$ cat src/rtl/core/arkp_pkg.sv
// constants shared by the aspect-ratio keyword parser
`default_nettype none

package arkp_pkg;

	// default token store depth
	localparam int ARKP_TOKEN_CHARS = 8;

	// command codes
	localparam logic CMD_CHAR = 1'b0;
	localparam logic CMD_END  = 1'b1;

	// grammar phases
	localparam logic [2:0] PH_DEFER     = 3'd0;
	localparam logic [2:0] PH_ALIGN     = 3'd1;
	localparam logic [2:0] PH_MEETSLICE = 3'd2;
	localparam logic [2:0] PH_DONE      = 3'd3;
	localparam logic [2:0] PH_ERROR     = 3'd4;

	// alignment codes
	localparam logic [1:0] POS_NONE = 2'd0;
	localparam logic [1:0] POS_MIN  = 2'd1;
	localparam logic [1:0] POS_MID  = 2'd2;
	localparam logic [1:0] POS_MAX  = 2'd3;

	// scale modes
	localparam logic [1:0] SCALE_FILL = 2'd0;
	localparam logic [1:0] SCALE_FIT  = 2'd1;
	localparam logic [1:0] SCALE_CROP = 2'd2;

	// separator characters
	localparam logic [7:0] CH_SPACE   = 8'h20;
	localparam logic [7:0] CH_TAB     = 8'h09;
	localparam logic [7:0] CH_NEWLINE = 8'h0a;

	// keywords, first character in the top byte
	localparam logic [39:0] KW_DEFER = "defer";
	localparam logic [39:0] KW_SLICE = "slice";
	localparam logic [31:0] KW_NONE  = "none";
	localparam logic [31:0] KW_MEET  = "meet";
	localparam logic [31:0] KW_XMIN  = "xMin";
	localparam logic [31:0] KW_XMID  = "xMid";
	localparam logic [31:0] KW_XMAX  = "xMax";
	localparam logic [31:0] KW_YMIN  = "YMin";
	localparam logic [31:0] KW_YMID  = "YMid";
	localparam logic [31:0] KW_YMAX  = "YMax";

endpackage

`default_nettype wire

$ cat src/rtl/core/aspect_ratio_keyword_parser.sv
// aspect-ratio attribute parser: character stream in, alignment and scale result out
`default_nettype none

// channel | signals                                   | direction | moves
// --------+-------------------------------------------+-----------+------------------------------
// in      | in_valid, in_stall, command, char_code    | into block| one character or end word
// out     | out_valid, out_stall, align_x, align_y,   | out of    | one result word per end word
//         | meet_flag, scale_mode, parse_failed       | block     |
//
// one input word is taken every cycle unless in_stall is raised; each word is registered, then the token
// store, length count and grammar phase update as the word moves on from that register
// an end word is registered in the input stage, then its result in the result register that drives the out channel
// out_stall backs up into in_stall only when an end word meets a held result;
// character words keep flowing while a result waits
// reset clears the phase, length, held values and both valid flags; the
// character store is not cleared, the length count hides stale entries

module aspect_ratio_keyword_parser
	import arkp_pkg::*;
#(
	// must be at least 8 so the two-part alignment word fits
	parameter int TOKEN_CHARS = ARKP_TOKEN_CHARS
) (
	input  wire logic       clk,
	input  wire logic       arst_n,
	input  wire logic       in_valid,
	output logic            in_stall,
	input  wire logic       command,
	input  wire logic [7:0] char_code,
	output logic            out_valid,
	input  wire logic       out_stall,
	output logic [1:0]      align_x,
	output logic [1:0]      align_y,
	output logic            meet_flag,
	output logic [1:0]      scale_mode,
	output logic            parse_failed
);

	// length saturates at TOKEN_CHARS + 1
	localparam int LEN_W = $clog2(TOKEN_CHARS + 2);

	// input register stage
	logic       valid_s1;
	logic       command_s1;
	logic [7:0] char_s1;

	// parser state
	logic [2:0]       phase_q;
	logic [LEN_W-1:0] len_q;
	logic [1:0]       held_x_q;
	logic [1:0]       held_y_q;
	logic             held_meet_q;
	logic [7:0]       chars_q [TOKEN_CHARS];

	// result register
	logic       out_valid_q;
	logic [1:0] align_x_q;
	logic [1:0] align_y_q;
	logic       meet_q;
	logic [1:0] scale_q;
	logic       failed_q;

	logic in_accept;
	logic drain;
	logic is_end;
	logic is_sep;

	// token decode
	logic [39:0] head5;
	logic [31:0] head4;
	logic [31:0] tail4;
	logic        tok_defer;
	logic        tok_none;
	logic        tok_meet;
	logic        tok_slice;
	logic [1:0]  word_x;
	logic [1:0]  word_y;
	logic        word_ok;

	// state after closing the current token
	logic [2:0] cl_phase;
	logic [1:0] cl_x;
	logic [1:0] cl_y;
	logic       cl_meet;

	// the s1 word moves on unless it is an end word facing a held result
	assign is_end    = (command_s1 == CMD_END);
	assign drain     = valid_s1 && (!is_end || !out_valid_q || !out_stall);
	assign in_stall  = valid_s1 && !drain;
	assign in_accept = in_valid && !in_stall;

	assign is_sep = (char_s1 == CH_SPACE) || (char_s1 == CH_TAB) || (char_s1 == CH_NEWLINE);

	always_ff @(posedge clk or negedge arst_n) begin
		if (!arst_n) begin
			valid_s1 <= 1'b0;
		end else if (in_accept) begin
			valid_s1 <= 1'b1;
		end else if (drain) begin
			valid_s1 <= 1'b0;
		end
	end

	always_ff @(posedge clk) begin
		if (in_accept) begin
			command_s1 <= command;
			char_s1    <= char_code;
		end
	end

	// fixed-place views of the token store
	assign head5 = {chars_q[0], chars_q[1], chars_q[2], chars_q[3], chars_q[4]};
	assign head4 = {chars_q[0], chars_q[1], chars_q[2], chars_q[3]};
	assign tail4 = {chars_q[4], chars_q[5], chars_q[6], chars_q[7]};

	assign tok_defer = (len_q == LEN_W'(5)) && (head5 == KW_DEFER);
	assign tok_slice = (len_q == LEN_W'(5)) && (head5 == KW_SLICE);
	assign tok_none  = (len_q == LEN_W'(4)) && (head4 == KW_NONE);
	assign tok_meet  = (len_q == LEN_W'(4)) && (head4 == KW_MEET);

	always_comb begin
		case (head4)
			KW_XMIN: word_x = POS_MIN;
			KW_XMID: word_x = POS_MID;
			KW_XMAX: word_x = POS_MAX;
			default: word_x = POS_NONE;
		endcase
		case (tail4)
			KW_YMIN: word_y = POS_MIN;
			KW_YMID: word_y = POS_MID;
			KW_YMAX: word_y = POS_MAX;
			default: word_y = POS_NONE;
		endcase
	end

	assign word_ok = (len_q == LEN_W'(8)) && (word_x != POS_NONE) && (word_y != POS_NONE);

	// grammar step for the token that a separator or end word closes
	always_comb begin
		cl_phase = phase_q;
		cl_x     = held_x_q;
		cl_y     = held_y_q;
		cl_meet  = held_meet_q;
		if (len_q != '0) begin
			case (phase_q)
				PH_DEFER, PH_ALIGN: begin
					if (phase_q == PH_DEFER && tok_defer) begin
						cl_phase = PH_ALIGN;
					end else if (tok_none) begin
						cl_x     = POS_NONE;
						cl_y     = POS_NONE;
						cl_phase = PH_MEETSLICE;
					end else if (word_ok) begin
						cl_x     = word_x;
						cl_y     = word_y;
						cl_phase = PH_MEETSLICE;
					end else begin
						cl_phase = PH_ERROR;
					end
				end
				PH_MEETSLICE: begin
					if (tok_meet) begin
						cl_meet  = 1'b1;
						cl_phase = PH_DONE;
					end else if (tok_slice) begin
						cl_meet  = 1'b0;
						cl_phase = PH_DONE;
					end else begin
						cl_phase = PH_ERROR;
					end
				end
				default: begin
					cl_phase = phase_q;
				end
			endcase
		end
	end

	always_ff @(posedge clk or negedge arst_n) begin
		if (!arst_n) begin
			phase_q     <= PH_DEFER;
			len_q       <= '0;
			held_x_q    <= POS_NONE;
			held_y_q    <= POS_NONE;
			held_meet_q <= 1'b1;
		end else if (drain) begin
			if (is_end) begin
				// string finished: back to the start for the next one
				phase_q     <= PH_DEFER;
				len_q       <= '0;
				held_x_q    <= POS_NONE;
				held_y_q    <= POS_NONE;
				held_meet_q <= 1'b1;
			end else if (is_sep) begin
				phase_q     <= cl_phase;
				len_q       <= '0;
				held_x_q    <= cl_x;
				held_y_q    <= cl_y;
				held_meet_q <= cl_meet;
			end else if (len_q <= LEN_W'(TOKEN_CHARS)) begin
				len_q <= len_q + LEN_W'(1);
			end
		end
	end

	// character store, one write place per entry
	for (genvar gi = 0; gi < TOKEN_CHARS; gi++) begin : g_store
		always_ff @(posedge clk) begin
			if (drain && !is_end && !is_sep && len_q == LEN_W'(gi)) begin
				chars_q[gi] <= char_s1;
			end
		end
	end

	always_ff @(posedge clk or negedge arst_n) begin
		if (!arst_n) begin
			out_valid_q <= 1'b0;
		end else if (drain && is_end) begin
			out_valid_q <= 1'b1;
		end else if (!out_stall) begin
			out_valid_q <= 1'b0;
		end
	end

	// malformed strings report the defaults with the failure flag
	always_ff @(posedge clk) begin
		if (drain && is_end) begin
			if (cl_phase == PH_ERROR) begin
				align_x_q <= POS_NONE;
				align_y_q <= POS_NONE;
				meet_q    <= 1'b1;
				scale_q   <= SCALE_FILL;
				failed_q  <= 1'b1;
			end else begin
				align_x_q <= cl_x;
				align_y_q <= cl_y;
				meet_q    <= cl_meet;
				failed_q  <= 1'b0;
				if (cl_x == POS_NONE && cl_y == POS_NONE) begin
					scale_q <= SCALE_FILL;
				end else if (cl_meet) begin
					scale_q <= SCALE_FIT;
				end else begin
					scale_q <= SCALE_CROP;
				end
			end
		end
	end

	assign out_valid    = out_valid_q;
	assign align_x      = align_x_q;
	assign align_y      = align_y_q;
	assign meet_flag    = meet_q;
	assign scale_mode   = scale_q;
	assign parse_failed = failed_q;

endmodule

`default_nettype wire

$ cat config.mk
export PLATFORM = sky130hd
export DESIGN_NAME = aspect_ratio_keyword_parser
export DESIGN_NICKNAME = d
export VERILOG_FILES = /design/src/rtl/core/arkp_pkg.sv /design/src/rtl/core/aspect_ratio_keyword_parser.sv
export SDC_FILE = /design/constraint.sdc
export NUM_CORES = 1
export LEC_CHECK = 0
export BUFFER_PORTS_ARGS = -buffer_cell sky130_fd_sc_hd__buf_2
export CORE_ASPECT_RATIO = 1.2
export CORE_MARGIN = 2
export CORE_UTILIZATION = 50
export CTS_BUF_LIST = sky130_fd_sc_hd__clkbuf_8
export DETAILED_ROUTE_END_ITERATION = 6
export PLACE_DENSITY = 0.64
export SKIP_CTS_REPAIR_TIMING = 1
export SLEW_MARGIN = 20
export SYNTH_ARGS = -nofsm -noshare
export SYNTH_HDL_FRONTEND = slang
export SYNTH_SLANG_ARGS = --single-unit
$ cat constraint.sdc
create_clock -name clk -period 7.5 [get_ports clk]
set_input_delay 1.125 -clock clk [delete_from_list [all_inputs] [get_ports clk]]
set_output_delay 1.125 -clock clk [all_outputs]
set_load 0.005 [all_outputs]
Word level (Yosys, flattened, before mapping)
Memory sizes are Yosys's and may differ from the RTL's.
Cells that the tools add are included.

storage, ports and cells
  register bits after elaboration = 31
  bits in writable memories = 64
  bits of input ports = 13
  output and inout bits = 10
  memories = 1

cells by class
  add/subtract/negate cells = 1
  $lt $le $gt $ge = 1
  eq/ne operators = 25
  mux-type cells = 77
  reduce and logical (&&, ||, !) cells = 53

memories
  name     words  width  read ports  clocked after Yosys merged registers in  wr ports  line                               text
  chars_q  8      8      8           0                                        1         aspect_ratio_keyword_parser.sv:53  logic [7:0] chars_q [TOKEN_CHARS];

operators by type and width
  operator              count
  $eq 32x31->1 const B  8
  $eq 40x39->1 const B  2
  $mux 8                7
  $reduce_or 8->1       7
  $mux 3                15
  $mux 1                34
  $mux 2                15
  $logic_and 1x1->1     22
  $eq 4x3->1 const B    4
  $eq 8x4->1 const B    2
  $mux 4                3
  $pmux 2 s3            2
  $eq 4x2->1 const B    2
  $eq 8x6->1 const B    1
  $reduce_bool 2->1     4
  $logic_not 1->1       6
  $pmux 3 s2            1
  $add 4x1->4 const B   1
  $eq 4x1->1 const B    1
  $eq 4x4->1 const B    1
  $le 4x4->1 const B    1
  $logic_not 2->1       2
  $logic_not 4->1       1
  $logic_or 1x1->1      4
  other kinds (9)       11

Logic depth before layout (Yosys ltp)
  word-level depth = 17
  gate-level depth with buffers = 9

Worst setup path before layout
No wires, ideal clock.

  kind = register to register
  from = reg char_s1[1]
  to = mem chars_q[2][0] (netlist: chars_q[0][16]) (enable)
  setup time = 0.395 ns
  data arrival time = 2.064 ns
  required time = 7.105 ns
  setup slack = 5.041 ns
  cell stages (with the launch flop) = 6
  buffers on the path = 0
  cells stage by stage = edfxtp_1 -> xnor2_1 -> o21ai_0 -> a21oi_1 -> nand2_1 -> nor4_1

on the way
  longest elaborated chain between the ends = 16
  elaborated cells on any way between the ends = 52
  classes of those cells = eq/ne (3); mux (30); reduce/logical (19)

ends and longest elaborated chain
  what                                                             line                                text
  start: declaration                                               aspect_ratio_keyword_parser.sv:45   logic [7:0] char_s1;
  start signal: assignment                                         aspect_ratio_keyword_parser.sv:107  char_s1 <= char_code;
  $eq 8x6->1 / $eq 8x4->1 (equally long branches)                  aspect_ratio_keyword_parser.sv:92   assign is_sep = (char_s1 == CH_SPACE) || (char_s1 == CH_TAB) || (char_s1 == CH_NEWLINE);
  $logic_or 1x1->1                                                 aspect_ratio_keyword_parser.sv:92
  $logic_or 1x1->1 *                                               aspect_ratio_keyword_parser.sv:92
  $logic_not 1->1 *                                                aspect_ratio_keyword_parser.sv:209  if (drain && !is_end && !is_sep && len_q == LEN_W'(gi)) begin
  $logic_and 1x1->1 *                                              aspect_ratio_keyword_parser.sv:209
  $logic_and 1x1->1                                                aspect_ratio_keyword_parser.sv:209
  $mux 1                                                           aspect_ratio_keyword_parser.sv:209
  $mux 1 (not written as such)                                     aspect_ratio_keyword_parser.sv:210  chars_q[gi] <= char_s1;
  $reduce_or 8->1 (no line)                                        --
  $mux 3 (no line) / $mux 1 (equally long branches) (7 in series)  --
  end: declaration                                                 aspect_ratio_keyword_parser.sv:53

Mark *: on every way between the ends. The rest lies on a longest branch, timed or not.

Worst setup path after layout
  from = reg char_s1[1]
  to = mem chars_q[0][6] (enable)

Same word-level chain as after synthesis.

==> flow_metrics.py <==
metrics = {
    "logic_synthesis": {
        "yosys_warnings": 0,
        "synth-edff-count": 81,
        "syn_nets": 323,
        "ys_seq_area_share_pct": 65.9,
        "yosysUniqueCellTypes": 64,
        "async_flop_share_pct": 14.7,
        "synth_seq_cells": 95,
        "syn_inst": 306,
        "synth_ff_type": "edfxtp_1",
        "avgSynthCellArea_um2": 13.8,
        "synth.cell_area_um2": 4220,
    },
    "power_and_ir_drop": {
        "p_sw_share_pct": 25.7,
        "p_leak_uw": 0.00158,
        "switchingPower_uw": 262,
        "pwr-share-seq_pct": 61.6,
        "p_total_uw": 1020,
        "intPower_uw": 757,
        "p_comb_share_pct": 9.7,
        "power.density_nw_per_um2": 220,
        "vdd_drop_max_mv": 0.156,
        "clkPwrFrac_pct": 28.7,
    },
    "drt": {
        "routed_wl_um": 8700,
        "antenna_left": 0,
        "drc": 0,
        "wire_per_inst_um": 19.0,
        "vias": 2677,
        "drt_iter0_markers": 124,
        "viasPerCell": 5.86,
        "drt_pass1_iterations": 4,
    },
    "die": {
        "io_pins": 23,
        "die_area_um2": 9200,
        "initial_core_util_pct": 51.8,
        "die_y_um": 105,
        "rows": 36,
        "die_x_um": 87.9,
        "core-area_um2": 8150,
    },
    "timing": {
        "post-route-period-util_pct": 37.2,
        "fmax_mhz": 359,
        "clock_skew_ns": 0.0114,
        "rsz0062_at_grt": "no",
        "hold_slack_ns": 0.505,
        "tns_ns": 0,
        "worstMarginPinSlew_ns": 1.07,
        "drv_slew": 0,
        "hold_violations": 0,
        "setup_viol_count_final": 0,
        "relSlewSlack_pct": 28.2,
        "fin_crit_ns": 2.79,
    },
    "critical_path": {
        "start_kind": "flop",
        "reg2reg_slack_ns": 4.71,
        "endpoint_kind": "flop",
        "rr_worst_depth": 5,
        "required_ns": 7.50,
        "path_class": "reg -> reg",
        "worstPathMaxFanout": 10,
        "cp_data_arrival_time_ns": 2.79,
    },
    "placement": {
        "port_buffers": 22,
        "place_area_um2": 4470,
        "dp_hpwl_um": 6410,
        "gp_congestion": 0.841,
    },
    "final_layout": {
        "syn2layout_area_growth_pct": 9.72,
        "final_common_cell": "edfxtp_1",
        "drive_above_1_share_pct": 17.8,
        "fin_nets": 355,
        "final_cell_mix": "81 x edfxtp_1, 23 x nor2_1, 22 x buf_2, 20 x nand2_1, 13 x dfrtp_1",
        "antennaDiodeCount": 0,
        "stdcell_area_um2": 4630,
    },
    "min_path": {
        "hold_path_depth": 2,
        "hold_path.class": "reg -> reg",
    },
    "clock_network": {
        "htreeDepth": 3,
        "cts_buffer_depth": 2,
        "cts.sink_count": 95,
        "clock_latency_ns": 0.37,
        "cts_root_buffer": "clkbuf_8",
        "cts_tree": "built",
        "clkTransAtPathRegs_ns": 0.09,
        "numCtsBuffers": 9,
    },
    "job": {
        "drv_cap": 0,
    },
    "status": {
        "status": "finished clean",
    },
    "grt": {
        "grt_pass1_wl_um": 14200,
        "grt_antenna_before_repair": 0,
        "grt_pass1_vias": 2698,
        "grt_use_total_pct": 20.9,
        "grt_max_degree": 16,
        "grt_overflow": 0,
    },
}
==> path summary, 6_finish.rpt <==
| path | start | endpoint |
|---|---|---|
| setup / recovery | char_s1[1]$_DFFE_PP_ | chars_q[0][6]$_DFFE_PP_ |
| hold / removal | held_x_q[0]$_DFFE_PN0P_ | held_x_q[0]$_DFFE_PN0P_ |
| setup reg to reg | char_s1[1]$_DFFE_PP_ | chars_q[0][6]$_DFFE_PP_ |
| hold reg to reg | held_x_q[0]$_DFFE_PN0P_ | held_x_q[0]$_DFFE_PN0P_ |
| max in group asynchronous | arst_n | held_meet_q$_DFFE_PN1P_ |
| min in group asynchronous | arst_n | phase_q[0]$_DFFE_PN0P_ |
==> cell type report <==
cell class                      count  area, um2
Clock buffer                        9        124
Timing Repair Buffer               25        133
Fill cell                         670       3520
Multi-Input combinational cell    195       1370
Inverter                           12       45.0
Tap cell                          114        143
Sequential cell                    95       2780
Clock inverter                      7       38.8
==> per-stage QoR <==
step	setup slack (ns)	instances	utilization [%]
after floorplan	5.04	306	-
after global placement	4.82	441	54.8
after detailed placement	4.72	441	54.8
after CTS	4.70	457	56.8
after global routing	4.51	457	56.8
final	4.71	457	56.8
==> layer usage <==
layer | track usage [%] | up-vias | wire length, um
li1 | - | 1254 | -
met1 | 27.2 | 1329 | 3730
met5 | 0 | - | 0
met2 | 33.0 | 77 | 4380
met3 | 4.03 | 17 | 358
met4 | 10.3 | 0 | 234
==> state kept, by name (all words and copies together) (netlist names), 2 cells and up <==
name / flops
align_x: 2
align_y: 2
char_s1: 8
chars_q: 64
held_x_q: 2
held_y_q: 2
len_q: 4
phase_q: 3
scale_mode: 2
==> logic make-up after synthesis <==
group           after synthesis  share of synthesized area (%)
simple gates                145                           22.7
flops                        95                           65.9
compound gates               41                           7.32
buf+inv                      16                           1.72
fa+ha+maj                     4                           1.19
xor+xnor                      3                          0.623
mux                           2                          0.474
==> critical path, stage by stage (launching register included) <==
cell	delay (ns)
edfxtp_1	0.58
xnor2_1	0.21
o21ai_0	0.10
a21oi_1	0.45
nand2_1	0.19
nor3_1	0.89
==> synthesized netlist by cell type (3+ instances only) <==
master | n | area (um2)
nor3_1 | 4 | 20.0
a31oi_1 | 3 | 18.8
nor3b_1 | 6 | 45.0
nand3_1 | 12 | 60.1
a21oi_2 | 5 | 43.8
nand2_1 | 20 | 75.1
inv_1 | 12 | 45.0
nor2_1 | 23 | 86.3
or3_1 | 3 | 18.8
a21oi_1 | 3 | 15.0
dfrtp_1 | 13 | 325
nand4b_1 | 3 | 26.3
and2_1 | 4 | 25.0
a22o_1 | 4 | 35.0
and3b_1 | 3 | 26.3
nand4_1 | 12 | 75.1
nor4_1 | 5 | 31.3
nor4bb_1 | 8 | 80.1
nor4b_1 | 6 | 52.6
nor2b_1 | 8 | 50.1
nand2b_1 | 3 | 18.8
edfxtp_1 | 81 | 2430
o21ai_0 | 8 | 40.0
ha_1 | 4 | 50.1
nand3b_1 | 3 | 22.5
==> power groups by stage <==
stage / sequential [uW] / combinational (uW) / clock, uW
after floorplan: 627 / 73.8 / 0
after global placement: 639 / 98.3 / 0
after detailed placement: 640 / 99.7 / 0
after CTS: 628 / 100 / 298
after global routing: 632 / 112 / 317
final: 628 / 98.4 / 293
Note: power is estimated with default switching activity, not from simulation.
